## config.mk

```make
export PLATFORM = sky130hd
export DESIGN_NAME = uart_flash_loader_command_engine_top
export DESIGN_NICKNAME = d
export VERILOG_FILES = /design/src/design/ufl_pkg.sv /design/src/design/ufl_front.sv /design/src/design/ufl_outq.sv /design/src/design/ufl_engine.sv /design/src/design/uart_flash_loader_command_engine_top.sv
export SDC_FILE = /design/constraint.sdc
export NUM_CORES = 2
export LEC_CHECK = 0
export BUFFER_PORTS_ARGS = -buffer_cell sky130_fd_sc_hd__buf_2
export CORE_MARGIN = 10
export CORE_UTILIZATION = 47
export DETAILED_ROUTE_END_ITERATION = 7
export GPL_ROUTABILITY_DRIVEN = 0
export HOLD_SLACK_MARGIN = 0.02
export RECOVER_POWER = 50
export SLEW_MARGIN = 20
export SYNTH_ARGS = -nofsm -noshare
export SYNTH_HDL_FRONTEND = slang
export SYNTH_HIERARCHICAL = 1
export SYNTH_SLANG_ARGS = --single-unit
```

## constraint.sdc

```tcl
create_clock -name clock -period 37.1 [get_ports clock]
set_input_delay 5.565 -clock clock [delete_from_list [all_inputs] [get_ports clock]]
set_output_delay 5.565 -clock clock [all_outputs]
set_load 0.005 [all_outputs]
```

## src/design/ufl_pkg.sv

```systemverilog
// Shared types, constants and codes of the serial loader command engine.
package ufl_pkg;

   localparam int unsigned PayloadBytesDefault = 256;

   localparam logic [7:0] BYTE_SYNC    = 8'h7F;
   localparam logic [7:0] CODE_ERASE   = 8'h43;
   localparam logic [7:0] CODE_WRITE   = 8'h31;
   localparam logic [7:0] CODE_GO      = 8'h21;
   localparam logic [7:0] CODE_RESTORE = 8'h52;
   localparam logic [7:0] BYTE_ACK     = 8'h79;
   localparam logic [7:0] BYTE_NACK    = 8'h1F;
   localparam logic [7:0] BYTE_FILL    = 8'hFF;

   localparam logic [23:0] TIMEOUT_RESET  = 24'd2000000;
   localparam logic [23:0] SLOT0_RESET    = 24'h010000;
   localparam logic [23:0] SLOT1_RESET    = 24'h020000;
   localparam logic [23:0] SLOTX_RESET    = 24'h030000;
   localparam logic [23:0] MAXSIZE_RESET  = 24'd65536;

   typedef enum logic [1:0] {
      OP_BYTE = 2'd0,
      OP_TICK = 2'd1,
      OP_DONE = 2'd2,
      OP_NONE = 2'd3
   } op_type;

   typedef enum logic [2:0] {
      KIND_SEND    = 3'd0,
      KIND_ERASE   = 3'd1,
      KIND_PROGRAM = 3'd2,
      KIND_RESTORE = 3'd3,
      KIND_JUMP    = 3'd4
   } kind_type;

   typedef enum logic [2:0] {
      CSR_TIMEOUT  = 3'd0,
      CSR_SLOT0    = 3'd1,
      CSR_SLOT1    = 3'd2,
      CSR_SLOTX    = 3'd3,
      CSR_MAXSIZE  = 3'd4
   } csr_index_type;

   typedef enum logic [3:0] {
      PH_IDLE, PH_COMPL, PH_ERASE_ARG, PH_ADDR, PH_LEN, PH_DATA, PH_WCHK,
      PH_RPARAM, PH_RCHK, PH_WAIT_ERASE, PH_WAIT_PROG, PH_WAIT_RESTORE
   } phase_type;

   typedef struct packed {
      logic [1:0] opcode;
      logic [7:0] rx_byte;
      logic       op_failed;
   } req_type;

   typedef struct packed {
      logic [2:0]  kind;
      logic [7:0]  tx_byte;
      logic [31:0] target_address;
      logic [31:0] word_data;
      logic [23:0] restore_size;
      logic        last;
   } rsp_type;

   // Classified word handed from the front to the engine.
   typedef struct packed {
      logic       is_byte;
      logic       is_tick;
      logic       is_done;
      logic [7:0] data;
      logic       failed;
   } cmd_type;

   typedef struct packed {
      logic [23:0] timeout_ticks;
      logic [23:0] slot0_base;
      logic [23:0] slot1_base;
      logic [23:0] slot_other_base;
      logic [23:0] restore_max_size;
   } cfg_type;

endpackage

```

## src/design/ufl_front.sv

```systemverilog
// Input side: accepts words, classifies them and buffers them for the engine.
module ufl_front
   import ufl_pkg::*;
(
   input  logic    clock,
   input  logic    reset,
   input  logic    push,
   input  req_type req_data,
   output logic    full,
   output logic    cmd_valid,
   output cmd_type cmd,
   input  logic    cmd_take
);

   cmd_type    buf_ff [0:1];
   cmd_type    buf_in;
   logic       wr_ptr_ff, wr_ptr_in;
   logic       rd_ptr_ff, rd_ptr_in;
   logic [1:0] cnt_ff, cnt_in;
   logic       accept, store, take;

   // Classify the incoming word; OP_NONE words are not stored.
   always_comb begin
      buf_in.is_byte = (req_data.opcode == OP_BYTE);
      buf_in.is_tick = (req_data.opcode == OP_TICK);
      buf_in.is_done = (req_data.opcode == OP_DONE);
      buf_in.data    = req_data.rx_byte;
      buf_in.failed  = req_data.op_failed;
   end

   assign full      = (cnt_ff == 2'd2);
   assign accept    = push && !full;
   assign store     = accept && (req_data.opcode != OP_NONE);
   assign cmd_valid = (cnt_ff != 2'd0);
   assign take      = cmd_take && cmd_valid;
   assign cmd       = buf_ff[rd_ptr_ff];

   // Pointer and fill bookkeeping.
   always_comb begin
      wr_ptr_in = store ? !wr_ptr_ff : wr_ptr_ff;
      rd_ptr_in = take ? !rd_ptr_ff : rd_ptr_ff;
      cnt_in    = cnt_ff + {1'b0, store} - {1'b0, take};
   end

   always_ff @(posedge clock) begin
      if (reset) begin
         wr_ptr_ff <= 1'b0;
         rd_ptr_ff <= 1'b0;
         cnt_ff    <= 2'd0;
      end else begin
         wr_ptr_ff <= wr_ptr_in;
         rd_ptr_ff <= rd_ptr_in;
         cnt_ff    <= cnt_in;
      end
   end

   // Buffer storage.
   always_ff @(posedge clock) begin
      if (store) begin
         buf_ff[wr_ptr_ff] <= buf_in;
      end
   end

endmodule

```

## src/design/ufl_outq.sv

```systemverilog
// Result queue: takes up to two results a cycle and hands them out in order.
module ufl_outq
   import ufl_pkg::*;
(
   input  logic    clock,
   input  logic    reset,
   input  logic    push0,
   input  rsp_type data0,
   input  logic    push1,
   input  rsp_type data1,
   output logic    room2,
   output logic    empty,
   input  logic    pop,
   output rsp_type rsp_data
);

   rsp_type    q_ff [0:3];
   logic [1:0] wr_ptr_ff, wr_ptr_in;
   logic [1:0] rd_ptr_ff, rd_ptr_in;
   logic [2:0] cnt_ff, cnt_in;
   logic       take;

   assign empty    = (cnt_ff == 3'd0);
   assign room2    = (cnt_ff <= 3'd2);
   assign take     = pop && !empty;
   assign rsp_data = q_ff[rd_ptr_ff];

   // Pointers advance by the number of words moved.
   always_comb begin
      wr_ptr_in = wr_ptr_ff + {1'b0, push0} + {1'b0, push1};
      rd_ptr_in = rd_ptr_ff + {1'b0, take};
      cnt_in    = cnt_ff + {2'b0, push0} + {2'b0, push1} - {2'b0, take};
   end

   always_ff @(posedge clock) begin
      if (reset) begin
         wr_ptr_ff <= 2'd0;
         rd_ptr_ff <= 2'd0;
         cnt_ff    <= 3'd0;
      end else begin
         wr_ptr_ff <= wr_ptr_in;
         rd_ptr_ff <= rd_ptr_in;
         cnt_ff    <= cnt_in;
      end
   end

   // Entry storage.
   always_ff @(posedge clock) begin
      if (push0) begin
         q_ff[wr_ptr_ff] <= data0;
      end
      if (push1) begin
         q_ff[wr_ptr_ff + 2'd1] <= data1;
      end
   end

endmodule

```

## src/design/ufl_engine.sv

```systemverilog
// Command engine: runs the loader protocol on classified words and issues results.
module ufl_engine
   import ufl_pkg::*;
#(
   parameter int unsigned PAYLOAD_BYTES = PayloadBytesDefault
)
(
   input  logic    clock,
   input  logic    reset,
   input  cfg_type cfg,
   input  logic    cmd_valid,
   input  cmd_type cmd,
   output logic    cmd_take,
   input  logic    room2,
   output logic    push0,
   output rsp_type data0,
   output logic    push1,
   output rsp_type data1
);

   localparam int unsigned Words = (PAYLOAD_BYTES + 3) / 4;
   localparam int unsigned WIdx  = (Words > 1) ? $clog2(Words) : 1;
   localparam logic [8:0]  PayMax = 9'(PAYLOAD_BYTES);

   phase_type   phase_ff, phase_in;
   logic [7:0]  code_ff, code_in;
   logic [8:0]  fcnt_ff, fcnt_in;
   logic [39:0] hdr_ff, hdr_in;
   logic [7:0]  xsum_ff, xsum_in;
   logic [8:0]  plen_ff, plen_in;
   logic [6:0]  widx_ff, widx_in;
   logic [23:0] wcnt_ff, wcnt_in;
   logic        aband_ff, aband_in;
   logic        halt_ff, halt_in;
   logic        wpend_ff, wpend_in;
   logic [31:0] mem [0:Words-1];
   logic [31:0] rdata_ff;
   logic        mem_we;
   logic [8:0]  mem_pos;
   logic [31:0] word;
   logic [31:0] size;
   logic [31:0] base;
   logic        got, act, bad;
   logic [8:0]  pos;

   function automatic rsp_type mk(input kind_type k, input logic [7:0] tx,
                                  input logic [31:0] addr, input logic [31:0] dat,
                                  input logic [23:0] sz, input logic lst);
      rsp_type r;
      r.kind           = k;
      r.tx_byte        = tx;
      r.target_address = addr;
      r.word_data      = dat;
      r.restore_size   = sz;
      r.last           = lst;
      return r;
   endfunction

   assign cmd_take = cmd_valid && room2 && !wpend_ff;

   // Program word assembled from the stored lane bytes, padded past the length.
   always_comb begin
      word = '1;
      pos  = '0;
      for (int lane = 0; lane < 4; lane++) begin
         pos = {widx_ff, 2'(lane)};
         if (pos < plen_ff) begin
            word[8*lane +: 8] = rdata_ff[8*lane +: 8];
         end
      end
   end

   // Restore size is sent little-endian; slot selects the base.
   always_comb begin
      size = {hdr_ff[7:0], hdr_ff[15:8], hdr_ff[23:16], hdr_ff[31:24]};
      if (hdr_ff[39:32] == 8'd0) begin
         base = {8'd0, cfg.slot0_base};
      end else if (hdr_ff[39:32] == 8'd1) begin
         base = {8'd0, cfg.slot1_base};
      end else begin
         base = {8'd0, cfg.slot_other_base};
      end
   end

   // Protocol next-state and result logic.
   always_comb begin
      phase_in = phase_ff;
      code_in  = code_ff;
      fcnt_in  = fcnt_ff;
      hdr_in   = hdr_ff;
      xsum_in  = xsum_ff;
      plen_in  = plen_ff;
      widx_in  = widx_ff;
      wcnt_in  = wcnt_ff;
      aband_in = aband_ff;
      halt_in  = halt_ff;
      wpend_in = 1'b0;
      push0    = 1'b0;
      push1    = 1'b0;
      data0    = mk(KIND_SEND, BYTE_ACK, '0, '0, '0, 1'b1);
      data1    = mk(KIND_JUMP, 8'd0, hdr_ff[39:8], '0, '0, 1'b1);
      mem_we   = 1'b0;
      mem_pos  = fcnt_ff;
      got      = cmd.is_byte;
      act      = cmd.is_byte;
      bad      = 1'b0;
      if (wpend_ff) begin
         push0 = 1'b1;
         data0 = mk(KIND_PROGRAM, 8'd0,
                    hdr_ff[39:8] + {23'd0, widx_ff, 2'b00}, word, '0, 1'b1);
      end else if (cmd_take && !halt_ff) begin
         case (phase_ff)
            PH_IDLE: begin
               if (cmd.is_byte) begin
                  if (cmd.data == BYTE_SYNC) begin
                     push0 = 1'b1;
                  end else if (cmd.data inside {CODE_ERASE, CODE_WRITE, CODE_GO,
                                                CODE_RESTORE}) begin
                     code_in  = cmd.data;
                     wcnt_in  = '0;
                     phase_in = PH_COMPL;
                  end
               end
            end
            PH_WAIT_ERASE, PH_WAIT_RESTORE: begin
               if (cmd.is_done) begin
                  push0    = 1'b1;
                  data0    = mk(KIND_SEND, cmd.failed ? BYTE_NACK : BYTE_ACK,
                                '0, '0, '0, 1'b1);
                  phase_in = PH_IDLE;
               end
            end
            PH_WAIT_PROG: begin
               if (cmd.is_done) begin
                  widx_in = widx_ff + 7'd1;
                  if (cmd.failed) begin
                     push0    = 1'b1;
                     data0    = mk(KIND_SEND, BYTE_NACK, '0, '0, '0, 1'b1);
                     phase_in = PH_IDLE;
                     widx_in  = widx_ff;
                  end else if ({2'b0, widx_in} >= ((plen_ff + 9'd3) >> 2)) begin
                     push0    = 1'b1;
                     phase_in = PH_IDLE;
                  end else begin
                     wpend_in = 1'b1;
                  end
               end
            end
            default: begin
               if (cmd.is_tick) begin
                  wcnt_in = wcnt_ff + 24'd1;
                  act = (cfg.timeout_ticks != '0) && (wcnt_in >= cfg.timeout_ticks);
               end
               if (act) begin
                  wcnt_in = '0;
                  case (phase_ff)
                     PH_COMPL: begin
                        if (!got || ((code_ff ^ cmd.data) != 8'hFF)) begin
                           bad = 1'b1;
                        end else begin
                           push0    = 1'b1;
                           fcnt_in  = '0;
                           hdr_in   = '0;
                           xsum_in  = '0;
                           aband_in = 1'b0;
                           if (code_ff == CODE_ERASE) begin
                              phase_in = PH_ERASE_ARG;
                           end else if (code_ff == CODE_RESTORE) begin
                              phase_in = PH_RPARAM;
                           end else begin
                              phase_in = PH_ADDR;
                           end
                        end
                     end
                     PH_ERASE_ARG: begin
                        fcnt_in = fcnt_ff + 9'd1;
                        if (got) begin
                           hdr_in  = {hdr_ff[31:0], cmd.data};
                           xsum_in = xsum_ff ^ cmd.data;
                        end else begin
                           aband_in = 1'b1;
                        end
                        if (fcnt_in >= 9'd2) begin
                           if (aband_in || xsum_in != 8'hFF) begin
                              bad = 1'b1;
                           end else begin
                              push0    = 1'b1;
                              data0    = mk(KIND_ERASE, 8'd0, '0, '0, '0, 1'b1);
                              phase_in = PH_WAIT_ERASE;
                           end
                        end
                     end
                     PH_ADDR: begin
                        if (!got) begin
                           bad = 1'b1;
                        end else begin
                           fcnt_in = fcnt_ff + 9'd1;
                           hdr_in  = {hdr_ff[31:0], cmd.data};
                           xsum_in = xsum_ff ^ cmd.data;
                           if (fcnt_in >= 9'd5) begin
                              if (xsum_in != 8'd0) begin
                                 bad = 1'b1;
                              end else if (code_ff == CODE_GO) begin
                                 push0    = 1'b1;
                                 push1    = 1'b1;
                                 data0    = mk(KIND_SEND, BYTE_ACK, '0, '0, '0, 1'b0);
                                 data1    = mk(KIND_JUMP, 8'd0, hdr_in[39:8], '0, '0,
                                               1'b1);
                                 halt_in  = 1'b1;
                                 phase_in = PH_IDLE;
                              end else begin
                                 push0    = 1'b1;
                                 phase_in = PH_LEN;
                              end
                           end
                        end
                     end
                     PH_LEN: begin
                        if (!got) begin
                           bad = 1'b1;
                        end else begin
                           plen_in  = {1'b0, cmd.data} + 9'd1;
                           xsum_in  = cmd.data;
                           fcnt_in  = '0;
                           aband_in = 1'b0;
                           phase_in = PH_DATA;
                        end
                     end
                     PH_DATA: begin
                        if (!got) begin
                           aband_in = 1'b1;
                           phase_in = PH_WCHK;
                        end else begin
                           mem_we  = (fcnt_ff < PayMax);
                           xsum_in = xsum_ff ^ cmd.data;
                           fcnt_in = fcnt_ff + 9'd1;
                           if (fcnt_in >= plen_ff) begin
                              phase_in = PH_WCHK;
                           end
                        end
                     end
                     PH_WCHK: begin
                        if (!got || aband_ff || cmd.data != xsum_ff || plen_ff > PayMax)
                        begin
                           bad = 1'b1;
                        end else begin
                           widx_in  = '0;
                           wpend_in = 1'b1;
                           phase_in = PH_WAIT_PROG;
                        end
                     end
                     PH_RPARAM: begin
                        if (!got) begin
                           aband_in = 1'b1;
                           phase_in = PH_RCHK;
                        end else begin
                           fcnt_in = fcnt_ff + 9'd1;
                           hdr_in  = {hdr_ff[31:0], cmd.data};
                           xsum_in = xsum_ff ^ cmd.data;
                           if (fcnt_in >= 9'd5) begin
                              phase_in = PH_RCHK;
                           end
                        end
                     end
                     PH_RCHK: begin
                        if (!got || aband_ff || cmd.data != xsum_ff || size == '0
                            || size > {8'd0, cfg.restore_max_size}) begin
                           bad = 1'b1;
                        end else begin
                           push0    = 1'b1;
                           data0    = mk(KIND_RESTORE, 8'd0, base, '0, size[23:0], 1'b1);
                           phase_in = PH_WAIT_RESTORE;
                        end
                     end
                     default: begin
                        phase_in = PH_IDLE;
                     end
                  endcase
                  // Any failed check answers NACK and returns to idle.
                  if (bad) begin
                     push0    = 1'b1;
                     data0    = mk(KIND_SEND, BYTE_NACK, '0, '0, '0, 1'b1);
                     phase_in = PH_IDLE;
                  end
               end
            end
         endcase
      end
   end

   always_ff @(posedge clock) begin
      if (reset) begin
         phase_ff <= PH_IDLE;
         code_ff  <= '0;
         fcnt_ff  <= '0;
         hdr_ff   <= '0;
         xsum_ff  <= '0;
         plen_ff  <= '0;
         widx_ff  <= '0;
         wcnt_ff  <= '0;
         aband_ff <= 1'b0;
         halt_ff  <= 1'b0;
         wpend_ff <= 1'b0;
      end else begin
         phase_ff <= phase_in;
         code_ff  <= code_in;
         fcnt_ff  <= fcnt_in;
         hdr_ff   <= hdr_in;
         xsum_ff  <= xsum_in;
         plen_ff  <= plen_in;
         widx_ff  <= widx_in;
         wcnt_ff  <= wcnt_in;
         aband_ff <= aband_in;
         halt_ff  <= halt_in;
         wpend_ff <= wpend_in;
      end
   end

   // Payload store: byte-lane writes, registered word read for the next program word.
   always_ff @(posedge clock) begin
      if (mem_we) begin
         mem[mem_pos[WIdx+1:2]][8*mem_pos[1:0] +: 8] <= cmd.data;
      end
      if (wpend_in) begin
         rdata_ff <= mem[widx_in[WIdx-1:0]];
      end
   end

`ifndef SYNTHESIS
   // No new word is consumed while a program word is being built.
   a_no_take_pending: assert property (@(posedge clock) disable iff (reset)
      wpend_ff |-> !cmd_take) else $error("word consumed during program build");

   // Once halted, the engine stays halted.
   a_halt_sticks: assert property (@(posedge clock) disable iff (reset)
      halt_ff |=> halt_ff) else $error("halt state released");

   // A second result is only ever paired with a first one.
   a_push_pair: assert property (@(posedge clock) disable iff (reset)
      push1 |-> push0 && !data0.last && data1.last) else $error("bad result pair");

   // A program word follows only from a completed write checksum or program.
   a_pend_source: assert property (@(posedge clock) disable iff (reset)
      wpend_ff |-> phase_ff == PH_WAIT_PROG) else $error("stray program word");
`endif

endmodule

```

## src/design/uart_flash_loader_command_engine_top.sv

```systemverilog
// Top level of the serial loader command engine: front, engine, result queue, CSRs.
//
//   Channel | Handshake          | Payload
//   --------+--------------------+------------------------------------
//   input   | push / full        | req_data (opcode, rx_byte, op_failed)
//   result  | empty / pop        | rsp_data (kind ... last)
//   config  | csr_valid/csr_ready| csr_index, csr_wdata
//
// A program-word result comes from the registered payload store read; no word
// is consumed while it is pending.
// Input buffering is two words deep and the result queue four deep; the
// engine consumes a word only with room for two results.
// Reset is synchronous and active high; no clearing pass is needed.
module uart_flash_loader_command_engine_top
   import ufl_pkg::*;
#(
   parameter int unsigned PAYLOAD_BYTES = PayloadBytesDefault
)
(
   input  logic          clock,
   input  logic          reset,
   input  logic          push,
   input  req_type       req_data,
   output logic          full,
   output logic          empty,
   input  logic          pop,
   output rsp_type       rsp_data,
   input  logic          csr_valid,
   output logic          csr_ready,
   input  csr_index_type csr_index,
   input  logic [23:0]   csr_wdata
);

   cfg_type cfg_ff, cfg_in;
   logic    cmd_valid, cmd_take, room2, push0, push1;
   cmd_type cmd;
   rsp_type data0, data1;

   assign csr_ready = 1'b1;

   // Configuration register writes.
   always_comb begin
      cfg_in = cfg_ff;
      if (csr_valid) begin
         case (csr_index)
            CSR_TIMEOUT: cfg_in.timeout_ticks    = csr_wdata;
            CSR_SLOT0:   cfg_in.slot0_base       = csr_wdata;
            CSR_SLOT1:   cfg_in.slot1_base       = csr_wdata;
            CSR_SLOTX:   cfg_in.slot_other_base  = csr_wdata;
            CSR_MAXSIZE: cfg_in.restore_max_size = csr_wdata;
            default:     cfg_in = cfg_ff;
         endcase
      end
   end

   always_ff @(posedge clock) begin
      if (reset) begin
         cfg_ff.timeout_ticks    <= TIMEOUT_RESET;
         cfg_ff.slot0_base       <= SLOT0_RESET;
         cfg_ff.slot1_base       <= SLOT1_RESET;
         cfg_ff.slot_other_base  <= SLOTX_RESET;
         cfg_ff.restore_max_size <= MAXSIZE_RESET;
      end else begin
         cfg_ff <= cfg_in;
      end
   end

   ufl_front u_front (
      .clock, .reset, .push, .req_data, .full,
      .cmd_valid, .cmd, .cmd_take
   );

   ufl_engine #(.PAYLOAD_BYTES(PAYLOAD_BYTES)) u_engine (
      .clock, .reset, .cfg(cfg_ff), .cmd_valid, .cmd, .cmd_take,
      .room2, .push0, .data0, .push1, .data1
   );

   ufl_outq u_outq (
      .clock, .reset, .push0, .data0, .push1, .data1,
      .room2, .empty, .pop, .rsp_data
   );

endmodule
```

==> reports/results.md <==
| Stage | Parameter | Reported |
|:---|:---|:---|
| die | Core Rows | 184 |
| run | Number of max-cap violations | 50 |
| setup path | Cell with the most instances on the worst path | sky130_fd_sc_hd__clkbuf_1 |
| setup path | Kind of cell adding the most delay to the critical path | buffers and inverters |
| die | Die ar. | 272000 um^2 |
| die | Width of the die | 522 um |
| placement | Number of buffers added on ports | 144 |
| yosys | Ranking of synthesized cells by area | sky130_fd_sc_hd__edfxtp_1 (64%), sky130_fd_sc_hd__nand2_1 (4.4%), sky130_fd_sc_hd__mux2_2 (4.2%) |
| setup path | Crit path capture type | register |
| grt | Global-route total usage across every layer | 0.249 |
| timing | Maximum clock rate | 0.0752 GHz |
| yosys | Synthesized area | 118000 um^2 |
| placement | Total cell area at the placement stage | 122000 um^2 |
| grt | Total congestion overflow | 0 |
| timing | Share of the cycle needed by the critical path after routing | 0.358 |
| setup path | Startpoint Class | input port |
| setup path | Data arrival time at the worst-slack endpoint | 14.06 ns |
| timing | Accumulated negative setup slack | 0 ns |
| die | Number of placed I/O pins | 146 |
| setup path | CP Cell Sequence | clkbuf_1 -> clkbuf_1 -> clkbuf_1 -> nand2b_1 -> mux2i_1 |
| finish | Proportion of layout cells with a drive suffix above 1 | 0.146 |
| yosys | Gate count of the mapped netlist | 8728 |
| yosys | Number of register bits inferred by synthesis | 2748 |
| die | Initial core utilization | 0.472 |
| yosys | YS warnings | 6 |
| yosys | Primary FF master, synth | sky130_fd_sc_hd__edfxtp_1 |
| setup path | Critical Setup Path Class | in2reg |
| clocking | Clock insertion delay at the later pin of the skew report | 0.96 ns |
| setup path | Maximum cell stage delay along the critical path | 3.38 ns |
| yosys | Avg Cell Area, Syn | 13.6 um^2 |
| yosys | Top-area cell type share of the netlist area | 0.635 |
| clocking | Buffer count from post-CTS setup fixing | 0 |
| grt | First-pass GRT wire length | 506000 um |
| yosys | Number of flops mapped to enable cells by yosys | 2504 |
| grt | Maximum number of pins on one net before global-route repair | 172 |
| die | Area of the core region | 251000 um^2 |
| yosys | Seq/Total Area, Yosys | 0.677 |
| grt | Via count of the first global-routing pass | 71.2k |
| routing | Avg Vias per Cell | 6.03 |
| grt | Initial antenna violation count | 14 |
| setup path | Req. time, crit path | 37.87 ns |
| timing | Unrepaired setup endpoints after global routing | false |
| placement | DP Wirelength | 214000 um |
| timing | Worst-case headroom to the max-slew limit | -2.28 |
| routing | Drt first-iter violations | 9109 |
| placement | Number of placed cells counting well taps | 11.8k |
| routing | Number of iterations in the first detailed-routing pass | 8 |
| timing | Transition time at the pin with the least slew margin | 4.91 ns |
| clocking | Bufs on Longest Clock Path | 4 |
| timing | Max Clock Skew | 0.0677 ns |
| run status | Failing checks | max-capacitance violations, max-slew violations |
| run status | Outcome | finished with violations |
| routing | Wire length after detailed routing | 351000 um |
| routing | Routed wire length per instance | 28.4 um |
| routing | Vias | 74.4k |
| setup path | Worst Path Buf+Inv | 3 |
| timing | Post-layout minimum cycle time | 13.29 ns |
| finish | Final layout net count | 8888 |
| clocking | Clock-pin slew on the worst setup and hold paths | 0.06 ns |
| finish | Final std cell area, no fill | 131000 um^2 |
| yosys | Yosys top cell by area | sky130_fd_sc_hd__edfxtp_1 |
| setup path | Critical-path cell with the highest stage delay | sky130_fd_sc_hd__clkbuf_1 |
| yosys | Synth unique cells | 92 |
| timing | Number of failing setup endpoints in the final timing report | 0 |
| clocking | Sink Count | 2748 |
| power and ir drop | Ratio of total power to cell area | 50.8 nW/um^2 |
| power and ir drop | Worst-case vdd ir drop | 0.0000375 V |
| clocking | Number of buffers added by the clock tree synthesis step | 311 |
| clocking | Post-cts repair resize count | 0 |
| finish | Final Instance Count excl. Fillers | 12.3k |
| clocking | Clock tree from TritonCTS | yes |
| setup path | Maximum fanout count along the critical path | 135 |
| clocking | Clk root buf | sky130_fd_sc_hd__clkbuf_16 |
| worst hold path | Type of the worst min-delay path | reg2reg |
| power and ir drop | Total leakage power | 42.9 nW |
| clocking | Total number of H-tree levels | 5 |
| finish | Utilization after layout | 0.522 |
| routing | Post-route antenna net violation count | 0 |
| die | Vertical extent of the die | 522 um |
| timing | Total count of max-transition violations in the final report | 2947 |
| routing | Total DRC errors in the routed layout | 0 |
| timing | Final-report hold violation count | 0 |
| yosys | Fraction of synthesis flops using an asynchronous set or reset pin | 0 |
| finish | Synth-to-Final Area Change | 10.7% |
| clocking | Number of buffers added to fix hold violations after cts | 0 |
[per-stage QoR]
| step | power, W | setup WS [ns] | hold WS, ns |
|---|---|---|---|
| CTS | 0.00670 | 27.21 | 0.478 |
| floorplan | 0.00370 | 25.48 | 0.448 |
| finish | 0.00665 | 23.81 | 0.474 |
| detailed placement | 0.00386 | 27.21 | 0.465 |
| global route | 0.00685 | 22.83 | 0.493 |
| global placement | 0.00385 | 27.46 | 0.459 |
[path summary, 6_finish.rpt]
path,startpoint,to,slack [ns],cells after the start
worst max-delay path,reset,cfg_ff[74],23.81,5
worst min-delay path,cfg_ff[89],cfg_ff[89],0.47,2
worst max register to register,u_engine/wcnt_ff[0],u_outq/q_ff[1][80],26.34,21
worst min register to register,cfg_ff[89],cfg_ff[89],0.47,2
[cell usage in the layout, fill, tap and decap left out, types with 96 or more instances in the layout]
cell type,instances
sky130_fd_sc_hd__a31oi_1,173
sky130_fd_sc_hd__nor2_1,527
sky130_fd_sc_hd__mux2_2,440
sky130_fd_sc_hd__a211oi_1,114
sky130_fd_sc_hd__mux2i_1,363
sky130_fd_sc_hd__a21oi_1,403
sky130_fd_sc_hd__dfxtp_1,241
sky130_fd_sc_hd__clkbuf_16,319
sky130_fd_sc_hd__buf_2,138
sky130_fd_sc_hd__nand2b_1,154
sky130_fd_sc_hd__edfxtp_1,2504
sky130_fd_sc_hd__a221oi_1,96
sky130_fd_sc_hd__inv_1,96
sky130_fd_sc_hd__nand3_1,444
sky130_fd_sc_hd__mux4_2,150
sky130_fd_sc_hd__nand2_1,1390
sky130_fd_sc_hd__clkbuf_1,122
[cell type report]
type                       instances  area, um^2
timing repair buffer             289        1730
fill                           20998      120000
clock buffer                     391        8260
multi-input combinational       5299       35300
clock inverter                   149        1060
antenna                           18        45.0
tap                             3348        4190
inverter                          98         368
sequential                      2748       80100
[cells by family (layout without fill, tap and decap cells)]
logic type,after synthesis,after routing,synth area share
muxes,955,955,0.101
and+or+nand+nor,2926,2926,0.110
adders and majority gates,98,98,0.0106
xor gates and xnor gates,93,93,0.00688
other,3,89,0.0000951
AOI/OAI and AO/OA,1156,1156,0.0639
DFF,2748,2748,0.677
buffers and inverters,749,927,0.0307
[state kept, by name, indices dropped and copies added, names as in the netlist, 7 cells and up, named ones only]
name / count
u_outq/q_ff: 400
u_engine/plen_ff: 9
cfg_ff: 120
u_engine/widx_ff: 7
u_front/buf_ff: 24
u_engine/code_ff: 8
u_engine/wcnt_ff: 24
u_engine/fcnt_ff: 9
u_engine/rdata_ff: 32
u_engine/xsum_ff: 8
u_engine/hdr_ff: 40
u_engine/mem: 2048
[power breakdown]
part	switching (W)	internal (W)
Clock	0.00120	0.00166
Sequential	0.0000153	0.00341
Combinational	0.000231	0.000137
[worst register-to-register path: cells and delay by family (launching register included)]
| family | cells | cell delay (ns) |
|---|---|---|
| buffers and inverters | 1 | 2.65 |
| AO/OA/AOI/OAI | 2 | 1.01 |
| flip-flops | 1 | 0.42 |
| XOR/XNOR | 1 | 0.10 |
| AND/OR/NAND/NOR | 14 | 5.21 |
| adder cells (fa/ha/maj) | 2 | 0.58 |
| multiplexers | 1 | 0.54 |
[synth_stat cells, drive strengths merged, types with 84 or more instances]
cell	instances
edfxtp	2504
nand2	1395
nor2	563
nand3	446
mux2	442
a21oi	409
mux2i	363
buf	342
clkbuf	309
dfxtp	244
a31oi	173
nand2b	154
mux4	150
a211oi	114
inv	97
a221oi	96
ha	94
and3	91
o21ai	90
a32oi	84
[per-layer routing]
metal  wire length, um  track usage  vias up
met1            141000        0.344    37589
met2            162000        0.386     3555
li1                  -            -    32618
met5                11            0        -
met3             32300       0.0514      632
met4             14900        0.102        2
(Power assumes the default switching activity.)
